===== config.mk =====
export PLATFORM = sky130hd
export DESIGN_NAME = activity_log_record_parser
export DESIGN_NICKNAME = d
export VERILOG_FILES = /design/src/alrp_pkg.sv /design/src/activity_log_record_parser.sv
export VERILOG_INCLUDE_DIRS = /design/src /design/src/src
export SDC_FILE = /design/constraint.sdc
export NUM_CORES = 1
export LEC_CHECK = 0
export BUFFER_PORTS_ARGS = -buffer_cell sky130_fd_sc_hd__buf_2
export CAP_MARGIN = 20
export CORE_UTILIZATION = 62
export CTS_CLUSTER_DIAMETER = 80
export DETAILED_ROUTE_END_ITERATION = 12
export PLACE_DENSITY = 0.85
export SLEW_MARGIN = 20
export SYNTH_ARGS = -nofsm -noshare
export SYNTH_HDL_FRONTEND = slang
export SYNTH_SLANG_ARGS = --single-unit

===== constraint.sdc =====
create_clock -name clock -period 5.6 [get_ports clock]
set_input_delay 0.28 -clock clock [delete_from_list [all_inputs] [get_ports clock]]
set_output_delay 0.28 -clock clock [all_outputs]
set_load 0.1 [all_outputs]

===== src/activity_log_record_parser_defines.svh =====
// ---------------------------------------------------------------------------
// activity log record parser assertion macros
// concurrent assertion helpers shared by the parser rtl
// ---------------------------------------------------------------------------
`ifndef ACTIVITY_LOG_RECORD_PARSER_DEFINES_SVH
`define ACTIVITY_LOG_RECORD_PARSER_DEFINES_SVH

`ifndef SYNTHESIS

`define ALRP_ASSERT(label, clk, rst, prop, msg) \
   label: assert property (@(posedge clk) disable iff (rst) prop) else $error(msg);

`define ALRP_ASSERT_NEXT(label, clk, rst, ante, cons, msg) \
   label: assert property (@(posedge clk) disable iff (rst) (ante) |=> (cons)) else $error(msg);

`else

`define ALRP_ASSERT(label, clk, rst, prop, msg)

`define ALRP_ASSERT_NEXT(label, clk, rst, ante, cons, msg)

`endif

`endif


===== src/alrp_pkg.sv =====
// ---------------------------------------------------------------------------
// activity log record parser package
// field widths, bias constants and parser state type
// ---------------------------------------------------------------------------
`default_nettype none

package alrp_pkg;

   localparam int BYTE_W     = 8;
   localparam int TIME_W     = 32;
   localparam int KIND_W     = 8;
   localparam int ACT_W      = 9;
   localparam int STEP_W     = 8;
   localparam int RSP_DATA_W = 64;

   localparam int LEAD_TOP_BIT = 7;

   localparam logic [KIND_W-1:0] KIND_BIAS      = 8'h81;
   localparam logic [ACT_W-1:0]  ACTIVITY_BIAS  = 9'd10;
   localparam logic [TIME_W-1:0] MINUTE_SECONDS = 32'd60;

   typedef enum logic [2:0] {
      ST_LEAD,
      ST_TIME1,
      ST_TIME2,
      ST_TIME3,
      ST_ACTIVITY,
      ST_STEPS
   } parse_state_type;

endpackage

`default_nettype wire


===== src/activity_log_record_parser.sv =====
// ---------------------------------------------------------------------------
// activity log record parser
// a steps byte is held in the input register, then loads the result register behind rsp_tvalid
// throughput: one byte per cycle while the input is not stalled
// a result stalls the input only while the output register is full
// reset: clears parse state, current time and emit filter time to zero
// ---------------------------------------------------------------------------
`default_nettype none

`include "activity_log_record_parser_defines.svh"

module activity_log_record_parser (
   input  wire logic                           clock,
   input  wire logic                           reset,
   input  wire logic                           req_tvalid,
   output logic                                req_tready,
   input  wire logic [alrp_pkg::BYTE_W-1:0]    req_tdata,  // data_byte
   input  wire logic                           req_tlast,  // last_byte
   output logic                                rsp_tvalid,
   input  wire logic                           rsp_tready,
   // record_time[31:0], record_kind[39:32], activity_tenths[48:40],
   // step_count[56:49], zero pad[63:57]
   output logic [alrp_pkg::RSP_DATA_W-1:0]     rsp_tdata,
   input  wire logic                           csr_we,
   input  wire logic [alrp_pkg::TIME_W-1:0]    csr_wdata
);

   import alrp_pkg::*;

   // input register
   logic              in_valid_ff, in_valid_in;
   logic [BYTE_W-1:0] in_byte_ff;
   logic              in_last_ff;

   // parse state
   parse_state_type   state_ff, state_in;
   logic [TIME_W-1:0] assembly_ff, assembly_in;
   logic [TIME_W-1:0] cur_time_ff, cur_time_in;
   logic [BYTE_W-1:0] marker_ff, marker_in;
   logic [BYTE_W-1:0] activity_ff, activity_in;
   logic [TIME_W-1:0] last_emit_ff, last_emit_in;

   // result register
   logic              rsp_valid_ff, rsp_valid_in;
   logic [TIME_W-1:0] out_time_ff;
   logic [KIND_W-1:0] out_kind_ff;
   logic [ACT_W-1:0]  out_act_ff;
   logic [STEP_W-1:0] out_step_ff;

   logic consume;
   logic emit;
   logic req_xfer;

   assign consume    = in_valid_ff && (!rsp_valid_ff || rsp_tready);
   assign req_tready = !in_valid_ff || consume;
   assign req_xfer   = req_tvalid && req_tready;
   assign emit       = consume && (state_ff == ST_STEPS) && (cur_time_ff > last_emit_ff);

   assign in_valid_in = req_xfer ? 1'b1 : (consume ? 1'b0 : in_valid_ff);

   // next state
   always_comb begin
      state_in = state_ff;
      if (consume) begin
         unique case (state_ff)
            ST_LEAD:     state_in = in_byte_ff[LEAD_TOP_BIT] ? ST_ACTIVITY : ST_TIME1;
            ST_TIME1:    state_in = ST_TIME2;
            ST_TIME2:    state_in = ST_TIME3;
            ST_TIME3:    state_in = ST_LEAD;
            ST_ACTIVITY: state_in = ST_STEPS;
            ST_STEPS:    state_in = ST_LEAD;
            default:     state_in = ST_LEAD;
         endcase
         if (in_last_ff) begin
            state_in = ST_LEAD;
         end
      end
   end

   // datapath updates
   always_comb begin
      assembly_in  = assembly_ff;
      cur_time_in  = cur_time_ff;
      marker_in    = marker_ff;
      activity_in  = activity_ff;
      last_emit_in = last_emit_ff;
      if (consume) begin
         unique case (state_ff)
            ST_LEAD: begin
               if (in_byte_ff[LEAD_TOP_BIT]) begin
                  marker_in = in_byte_ff;
               end else begin
                  assembly_in = {{(TIME_W-BYTE_W){1'b0}}, in_byte_ff};
               end
            end
            ST_TIME1, ST_TIME2: begin
               assembly_in = {assembly_ff[TIME_W-BYTE_W-1:0], in_byte_ff};
            end
            ST_TIME3: begin
               assembly_in = {assembly_ff[TIME_W-BYTE_W-1:0], in_byte_ff};
               cur_time_in = {assembly_ff[TIME_W-BYTE_W-1:0], in_byte_ff};
            end
            ST_ACTIVITY: begin
               activity_in = in_byte_ff;
            end
            ST_STEPS: begin
               cur_time_in = cur_time_ff + MINUTE_SECONDS;
               if (emit) begin
                  last_emit_in = cur_time_ff;
               end
            end
            default: begin
               assembly_in = assembly_ff;
            end
         endcase
         if (in_last_ff) begin
            assembly_in = '0;
            cur_time_in = '0;
         end
      end
      if (csr_we) begin
         last_emit_in = csr_wdata;
      end
   end

   assign rsp_valid_in = emit ? 1'b1 : ((rsp_valid_ff && rsp_tready) ? 1'b0 : rsp_valid_ff);

   always_ff @(posedge clock) begin
      if (reset) begin
         in_valid_ff  <= 1'b0;
         state_ff     <= ST_LEAD;
         assembly_ff  <= '0;
         cur_time_ff  <= '0;
         marker_ff    <= '0;
         activity_ff  <= '0;
         last_emit_ff <= '0;
         rsp_valid_ff <= 1'b0;
      end else begin
         in_valid_ff  <= in_valid_in;
         state_ff     <= state_in;
         assembly_ff  <= assembly_in;
         cur_time_ff  <= cur_time_in;
         marker_ff    <= marker_in;
         activity_ff  <= activity_in;
         last_emit_ff <= last_emit_in;
         rsp_valid_ff <= rsp_valid_in;
      end
   end

   // payload registers
   always_ff @(posedge clock) begin
      if (req_xfer) begin
         in_byte_ff <= req_tdata;
         in_last_ff <= req_tlast;
      end
      if (emit) begin
         out_time_ff <= cur_time_ff;
         out_kind_ff <= marker_ff - KIND_BIAS;
         out_act_ff  <= {1'b0, activity_ff} - ACTIVITY_BIAS;
         out_step_ff <= in_byte_ff;
      end
   end

   assign rsp_tvalid = rsp_valid_ff;
   assign rsp_tdata  = {{(RSP_DATA_W-TIME_W-KIND_W-ACT_W-STEP_W){1'b0}},
                        out_step_ff, out_act_ff, out_kind_ff, out_time_ff};

   `ALRP_ASSERT_NEXT(a_emit_loads_result, clock, reset, emit, rsp_valid_ff && (out_time_ff == $past(cur_time_ff)), "result register not loaded on emit")
   `ALRP_ASSERT_NEXT(a_emit_moves_filter, clock, reset, emit && !csr_we, last_emit_ff == out_time_ff, "filter time not updated on emit")
   `ALRP_ASSERT_NEXT(a_last_clears_parse, clock, reset, consume && in_last_ff, (state_ff == ST_LEAD) && (cur_time_ff == '0), "parse state not cleared after last byte")
   `ALRP_ASSERT(a_empty_input_ready, clock, reset, !in_valid_ff |-> req_tready, "input register empty but not ready")

endmodule

`default_nettype wire

* Word level (Yosys, flattened, before mapping)
Cells that the tools add are included.
** Word-level totals
- Bits in registers :: 175
- Input port bits :: 46
- Output and inout port bits :: 66
- Word-level logic and storage cells :: 63
** Cells by class
- Add/sub/neg operators :: 3
- Order comparisons :: 1
- Equality and inequality tests :: 6
- Mux-type cells :: 16
- Reduce and logical (&&, ||, !) cells :: 23
** Operators by type and width (count)
- $mux 32 :: 5
- $pmux 32 s2 :: 1
- $mux 24 :: 2
- $pmux 24 s2 :: 1
- $add 32x6->32 const B :: 1
- $gt 32x32->1 :: 1
- $pmux 3 s4 :: 1
- $reduce_bool 2->1 :: 5
- $reduce_and 3->1 :: 3
- $sub 8x4->9 const B :: 1
- $sub 8x8->8 const B :: 1
- $eq 3x2->1 const B :: 2
- $eq 3x3->1 const B :: 2
- $mux 3 :: 2
- $reduce_bool 3->1 :: 2
- $logic_and 1x1->1 :: 5
- $mux 1 :: 4
- $reduce_and 2->1 :: 2
- $eq 3x1->1 const B :: 1
- $logic_not 3->1 :: 1
- $ne 3x3->1 const B :: 1
- $reduce_or 3->1 :: 1
- $logic_not 1->1 :: 2
- $logic_or 1x1->1 :: 2

* Longest topological paths before layout
Gate-level depths: netlist of run 1.
- Word-level depth :: 9
- Gate-level depth with buffers :: 10
- Depth with buffers taken out :: 8

* Worst setup path after synthesis of run 1
Ideal clock, no wire load.
- Path kind :: register to register
- From :: register cur_time_ff[30]
- To :: register out_act_ff[0] (enable)
- Library setup time :: 411 ps
- Arrival time :: 3036 ps
- Data required time :: 5189 ps
- Setup slack :: 2152 ps
- Cell stages (with the launch flop) :: 10
- Path buffers :: 2
- Clock period less this slack :: 3448 ps
- Cell sequence :: dfxtp_1 > ha_1 > nand4_2 > nor4_2 > nor4b_2 > o31ai_1 > and2_1 > buf_6 > buf_6 > inv_1
** On the way
- Cells in the longest elaborated chain, start to end :: 2
** Ends and longest elaborated chain
- start: declaration :: RTL line activity_log_record_parser.sv:38 : logic [TIME_W-1:0] cur_time_ff, cur_time_in;
- start signal: assignment :: RTL line activity_log_record_parser.sv:142 : cur_time_ff <= cur_time_in;
- $gt 32x32->1 :: RTL line activity_log_record_parser.sv:57 : assign emit = consume && (state_ff == ST_STEPS) && (cur_time_ff > last_emit_ff);
- $logic_and 1x1->1 :: RTL line activity_log_record_parser.sv:57
- net emit :: RTL line activity_log_record_parser.sv:51 : logic emit;
- end signal: assignment :: RTL line activity_log_record_parser.sv:159 : out_act_ff <= {1'b0, activity_ff} - ACTIVITY_BIAS;
- end: declaration :: RTL line activity_log_record_parser.sv:47 : logic [ACT_W-1:0] out_act_ff;
The timed path passes the listed nets, and every way through them passes these cells.
A chain may end at the register's enable or synchronous reset.

* Worst setup path in the final report of run 1
- From :: register cur_time_ff[14]
- To :: register out_kind_ff[3] (enable)
** On the way
- Cells in the longest elaborated chain, start to end :: 2
** Ends and longest elaborated chain
- $gt 32x32->1 :: RTL line activity_log_record_parser.sv:57
- $logic_and 1x1->1 :: RTL line activity_log_record_parser.sv:57
- net emit :: RTL line activity_log_record_parser.sv:51
- end signal: assignment :: RTL line activity_log_record_parser.sv:158 : out_kind_ff <= marker_ff - KIND_BIAS;
- end: declaration :: RTL line activity_log_record_parser.sv:46 : logic [KIND_W-1:0] out_kind_ff;
The timed path passes the listed nets, and every way through them passes these cells.

==> results of run 1 <==
metal layers:
layer	GRT usage (%)	vias to the layer above	routed length, um	part of all wire (%)
met5	0	-	0	0
met4	11.06	0	435	2.1
met3	6.371	38	1538	7.6
met2	45.59	334	9484	47
met1	41.31	3348	8877	44
li1	-	3337	-	-
power groups by stage:
stage	clock [mW]	combinational [mW]	sequential (mW)
3_3_place_gp	0	0.197	1.40
2_1_floorplan	0	0.166	1.39
4_1_cts	1.12	0.206	1.38
3_5_place_dp	0	0.203	1.41
6_report	1.11	0.207	1.38
5_1_grt	1.17	0.231	1.38
cell type report:
| type | count | area, um^2 |
|---|---|---|
| clock inverters | 14 | 117.6 |
| fillers | 965 | 3702 |
| clock buffers | 18 | 429.2 |
| flip-flops and latches | 175 | 4164 |
| inverters | 77 | 289.0 |
| multi-input cells | 575 | 3659 |
| well taps | 176 | 220.2 |
| repair buffers | 115 | 609.3 |
logic make-up (layout without fill, tap and decap cells):
kind of cell,after synthesis,count (layout)
other cells,1,7
buf+inv,143,224
fa+ha+maj,35,35
mux,17,17
simple gates,279,279
flops,175,175
xor+xnor,15,15
compound gates,222,222
registers in the layout (all words and copies together) (netlist names), 9 cells and up:
| signal | flops |
|---|---|
| last_emit_ff | 32 |
| cur_time_ff | 32 |
| out_act_ff | 9 |
| assembly_ff | 24 |
| out_time_ff | 32 |
path summary, 6_finish.rpt:
| kind | from | end | depth (start not counted) | slack [ns] |
|---|---|---|---|---|
| worst max-delay path | cur_time_ff[14] | out_kind_ff[3] | 7 | 2.19 |
| worst min-delay path | req_tlast | in_last_ff | 1 | 0.02 |
| worst max register to register | cur_time_ff[14] | out_kind_ff[3] | 7 | 2.19 |
| worst min register to register | activity_ff[0] | out_act_ff[0] | 0 | 0.46 |
critical path: stages, from the launching register on:
cell and delay (ns):
dfxtp_1 0.42, ha_1 0.37, nand4_1 0.19, a2111oi_0 0.93
o31ai_4 0.16, and2_1 0.22, inv_2 0.12, buf_4 0.58
cell usage after synthesis (3+ instances only):
cell | count | share of area [%]
nor2_1 | 118 | 5.3
a22oi_1 | 40 | 3.6
a21oi_1 | 71 | 4.2
nand4_1 | 13 | 0.97
buf_2 | 6 | 0.36
nor4_1 | 5 | 0.37
xor2_1 | 10 | 1.0
and2_1 | 5 | 0.37
buf_6 | 4 | 0.54
nor3_1 | 12 | 0.72
nand2b_1 | 4 | 0.30
o41ai_1 | 5 | 0.52
nand2_1 | 45 | 2.0
o311a_1 | 32 | 3.8
or4_1 | 4 | 0.36
o211ai_1 | 3 | 0.27
a21o_1 | 7 | 0.63
inv_1 | 77 | 3.4
edfxtp_1 | 66 | 24
buf_4 | 7 | 0.63
o21ai_0 | 26 | 1.6
mux2i_1 | 17 | 2.0
dfxtp_1 | 109 | 26
nand3_1 | 43 | 2.6
a2111oi_0 | 3 | 0.31
xnor2_1 | 5 | 0.52
o31ai_1 | 9 | 0.81
ha_1 | 35 | 5.2
and3_1 | 7 | 0.52
a31oi_1 | 5 | 0.37
clkbuf_1 | 48 | 2.1
or3_1 | 4 | 0.30
per-stage QoR:
stage,util (%),worst slack (ns)
finish,71.93,2.186
global route,71.93,1.980
CTS,71.90,2.214
detailed placement,67.76,2.315
global placement,67.76,2.265
floorplan,-,2.152
placed cells by master (no fill, tap or decap), types with 8 or more instances in the layout:
cell	netlist	routed
nand2_1	45	45
nand4_1	13	13
o311a_1	32	32
o21ai_0	26	26
buf_4	7	11
a22oi_1	40	40
buf_2	6	103
nand3_1	43	43
clkbuf_16	0	17
xor2_1	10	10
nor3_1	12	12
inv_1	77	76
edfxtp_1	66	66
mux2i_1	17	17
a21oi_1	71	71
o31ai_1	9	8
ha_1	35	35
nor2_1	118	118
dfxtp_1	109	109
==> results_dict.tcl, run 1 <==
set metrics [dict create \
    drt_iter0_drc 915 \
    syn_area_per_cell_um2 9.451 \
    finalPower_mw 2.699 \
    seqPwrFrac_pct 51.1 \
    dpl.hpwl_um 12850 \
    drv_cap 0 \
    synth_simple_gate_area_share_pct 16.04 \
    ys_seq_area_share_pct 49.67 \
    drive_above_1_share_pct 15.91 \
    ant_nets 0 \
    ys_types 64 \
    place_inst 1118 \
    synth_cells 887 \
    cts_root_buffer "clkbuf_16" \
    synth-seq-cells 175 \
    place_area_um2 8937 \
    core_um2 13190 \
    port_buffers 104 \
    syn-cell-area_um2 8383 \
    final_area_um2 9488 \
    p_switching_uw 664.1 \
    required_ns 5.67 \
    synth_warnings 0 \
    synth_edf_count 66 \
    critPathKind "reg -> reg" \
    drt_wl_total_um 20340 \
    worst_setup_path_end_kind "register" \
    cts_sinks 175 \
    hold_viol_final 0 \
    startpoint_type "register" \
    period_share_pct 60.97 \
    p_leak_nw 3.989 \
    synthAdderAreaFrac_pct 5.224 \
    cts_setup_buffers 0 \
    tritoncts "done" \
    outcome "finished clean" \
    n_antenna_cell 0 \
    fp.dieArea_um2 13990 \
    swShare_pct 24.60 \
    post_drt_wl_per_cell_um 17.68 \
    die-width_um 118.3 \
    maxSlewHeadroom_pct 28.98 \
    cts.path.max_buffers 2 \
    whs_ns 0.01701 \
    cts_resized 0 \
    nNetsFinal 1042 \
    min_period_ns 3.414 \
    synth-xor-area-share_pct 1.567 \
    area_delta_synth_final_pct 13.18 \
    irDropWorstVdd_mv 0.1873 \
    final_cells 1150 \
    first_pass_iters 5 \
    path_clk_slew_ns 0.07 \
    clockPowerShare_pct 41.2 \
    max_clock_freq_mhz 292.9 \
    row_count 42 \
    fin_worst_skew_ns 0.006721 \
    grt_overflow 0 \
    synth_ff_type "dfxtp_1" \
    tns_ns 0 \
    antenna_found_initial 0 \
    crit_fanout 53 \
    grt_max_degree 107 \
    synth_mux_area_share_pct 2.030 \
    track_usage_pct 29.71 \
    postSynth.asyncResetShare_pct 0 \
    worst_pin_slew_ns 1.061 \
    ios 112 \
    start_util_pct 63.56 \
    final_max_slew_viol_count 0 \
    grt_pass1_vias 6321 \
    rsz0062_at_grt "no" \
    crit_arrival_ns 3.48 \
    synth-compound-area-share_pct 18.25 \
    htreeDepth 4 \
    grt_pass1_wl_um 32540 \
    via_per_inst 6.137 \
    p_int_mw 2.035 \
    holdBufCountCts 0 \
    fp.dieH_um 118.3 \
    clock_latency_ns 0.43 \
    finalSetupViolCount 0 \
    combinationalPowerShare_pct 7.7 \
    drc 0 \
    hp-class "in -> reg" \
    synth_top_family_by_area "compound AO/OA/AOI/OAI gates" \
    vias 7057 \
    place.gp.congestion 0.8282 \
    power_density_nw_per_um2 284.5 \
    cts_buffers 17 \
]
No activity file was read; power rests on OpenSTA's default activity.
==> run 2: changes to the inputs <==
- CORE_UTILIZATION: 62 -> 52
- PLACE_DENSITY: 0.85 -> 0.76
- clock period: 5.6 -> 2.8 ns (I/O delays scaled with it)
==> results_dict.tcl, run 2 (same netlist as run 1, synthesis figures left out) <==
set metrics [dict create \
    outcome "finished clean" \
    drive_above_1_share_pct 20.04 \
    tritoncts "done" \
    required_ns 2.91 \
    row_count 46 \
    start_util_pct 52.96 \
    nNetsFinal 1096 \
    hp-class "in -> reg" \
    maxSlewHeadroom_pct 36.51 \
    cpLargestDelayFamily "buffers and inverters" \
    place.gp.congestion 0.8869 \
    drt_wl_total_um 21400 \
    fin_worst_skew_ns 0.007493 \
    fp.dieArea_um2 16630 \
    port_buffers 104 \
    seqPwrFrac_pct 46.9 \
    cts.path.max_buffers 2 \
    grt_max_degree 70 \
    htreeDepth 4 \
    cts_root_buffer "clkbuf_16" \
    clock_latency_ns 0.44 \
    vias 7170 \
    final_max_slew_viol_count 0 \
    antenna_found_initial 0 \
    post_drt_wl_per_cell_um 17.20 \
    max_clock_freq_mhz 372.4 \
    crit_arrival_ns 2.80 \
    p_leak_nw 4.328 \
    grt_overflow 0 \
    first_pass_iters 5 \
    startpoint_type "register" \
    drv_cap 0 \
    final_common_cell "nor2_1" \
    critPathKind "reg -> reg" \
    die-width_um 129.0 \
    grt_pass1_vias 6708 \
    via_per_inst 5.764 \
    power_density_nw_per_um2 580.3 \
    n_antenna_cell 0 \
    combinationalPowerShare_pct 7.6 \
    finalSetupViolCount 0 \
    largestRegisters "cur_time_ff: 32 flops, last_emit_ff: 32 flops, out_time_ff: 32 flops" \
    crit_fanout 17 \
    core_um2 15830 \
    period_share_pct 95.90 \
    fp.dieH_um 129.0 \
    fillers 1335 \
    grt_pass1_wl_um 34240 \
    irDropWorstVdd_mv 0.4683 \
    critPathMaxStageDelay_ns 0.55 \
    track_usage_pct 26.90 \
    place_inst 1202 \
    cts_buffers 17 \
    swShare_pct 22.64 \
    timing.critical_path.mode_cell "buf_4" \
    tns_ns 0 \
    min_period_ns 2.685 \
    drt_iter0_drc 642 \
    p_switching_mw 1.329 \
    critPathBufInv 4 \
    worst_pin_slew_ns 0.9523 \
    drc 0 \
    final_cells 1244 \
    area_delta_synth_final_pct 20.63 \
    ant_nets 0 \
    worst_setup_path_end_kind "register" \
    cpMaxStageDelayCell "a2111oi_1" \
    p_int_mw 4.540 \
    crit_chain "inv_1 > ha_1 > nand4_1 > a2111oi_1 > buf_4 > o31ai_4 > and2_1 > clkinvlp_4 > buf_4" \
    path_clk_slew_ns 0.07 \
    hold_viol_final 0 \
    cts_sinks 175 \
    dpl.hpwl_um 14370 \
    clockPowerShare_pct 45.5 \
    ios 112 \
    final_cell_mix "118 x nor2_1, 106 x dfxtp_1, 103 x buf_2" \
]
run 2: worst register-to-register path: stages (launching register included):
cell	delay, ns
dfxtp_1	0.33
inv_1	0.05
ha_1	0.30
nand4_1	0.22
a2111oi_1	0.55
buf_4	0.22
o31ai_4	0.07
and2_1	0.23
clkinvlp_4	0.11
buf_4	0.28
run 2: worst paths after layout:
check	endpoint	cells past startpoint	slack (ns)	from
max	out_kind_ff[2]	9	0.11	last_emit_ff[15]
min	last_emit_ff[25]	4	0.03	csr_wdata[25]
max reg2reg	out_kind_ff[2]	9	0.11	last_emit_ff[15]
min reg2reg	out_act_ff[0]	0	0.44	activity_ff[0]
run 2: power by group through the flow:
stage	clock, mW	sequential [mW]	combinational, mW
after detailed placement	0	2.81	0.423
after CTS	2.69	2.75	0.441
final	2.67	2.75	0.445
after global routing	2.80	2.76	0.494
after floorplan	0	2.78	0.333
after global placement	0	2.80	0.414
run 2: routing by layer:
| layer | track usage, % | vias to the layer above | routed length, um |
|---|---|---|---|
| met1 | 35.44 | 3347 | 9083 |
| met5 | 0 | - | 0 |
| met4 | 11.97 | 0 | 615 |
| li1 | - | 3449 | - |
| met2 | 43.02 | 315 | 10280 |
| met3 | 5.281 | 59 | 1421 |
run 2: repair_timing:
action	in CTS	in global routing
setup buffers	0	0
hold buffers	10	0
endpoints found under the setup margin	0	57
gates resized for setup	0	2
hold endpoints to repair	10	0
run 2: cell type report:
cell class | count | area, um^2 | share of cell area (%)
Sequential cell | 175 | 4168 | 41.22
Multi-Input combinational cell | 575 | 3669 | 36.28
Timing Repair Buffer | 169 | 1049 | 10.37
Clock buffer | 17 | 425.4 | 4.207
Inverter | 77 | 292.8 | 2.895
Tap cell | 216 | 270.3 | 2.673
Clock inverter | 15 | 239.0 | 2.363
run 2: metrics by stage:
stage	utilization, %	setup slack, ns	hold WS (ns)	power (mW)	cell area (um^2)
2_1_floorplan	-	-0.3103	0.2389	3.113	8417
3_3_place_gp	59.00	0.2625	0.3179	3.218	9338
3_5_place_dp	59.00	0.1837	0.3183	3.229	9338
4_1_cts	63.83	0.08059	0.01513	5.881	10100
5_1_grt	63.89	-0.02264	0.03071	6.055	10110
6_report	63.89	0.1147	0.02679	5.869	10110
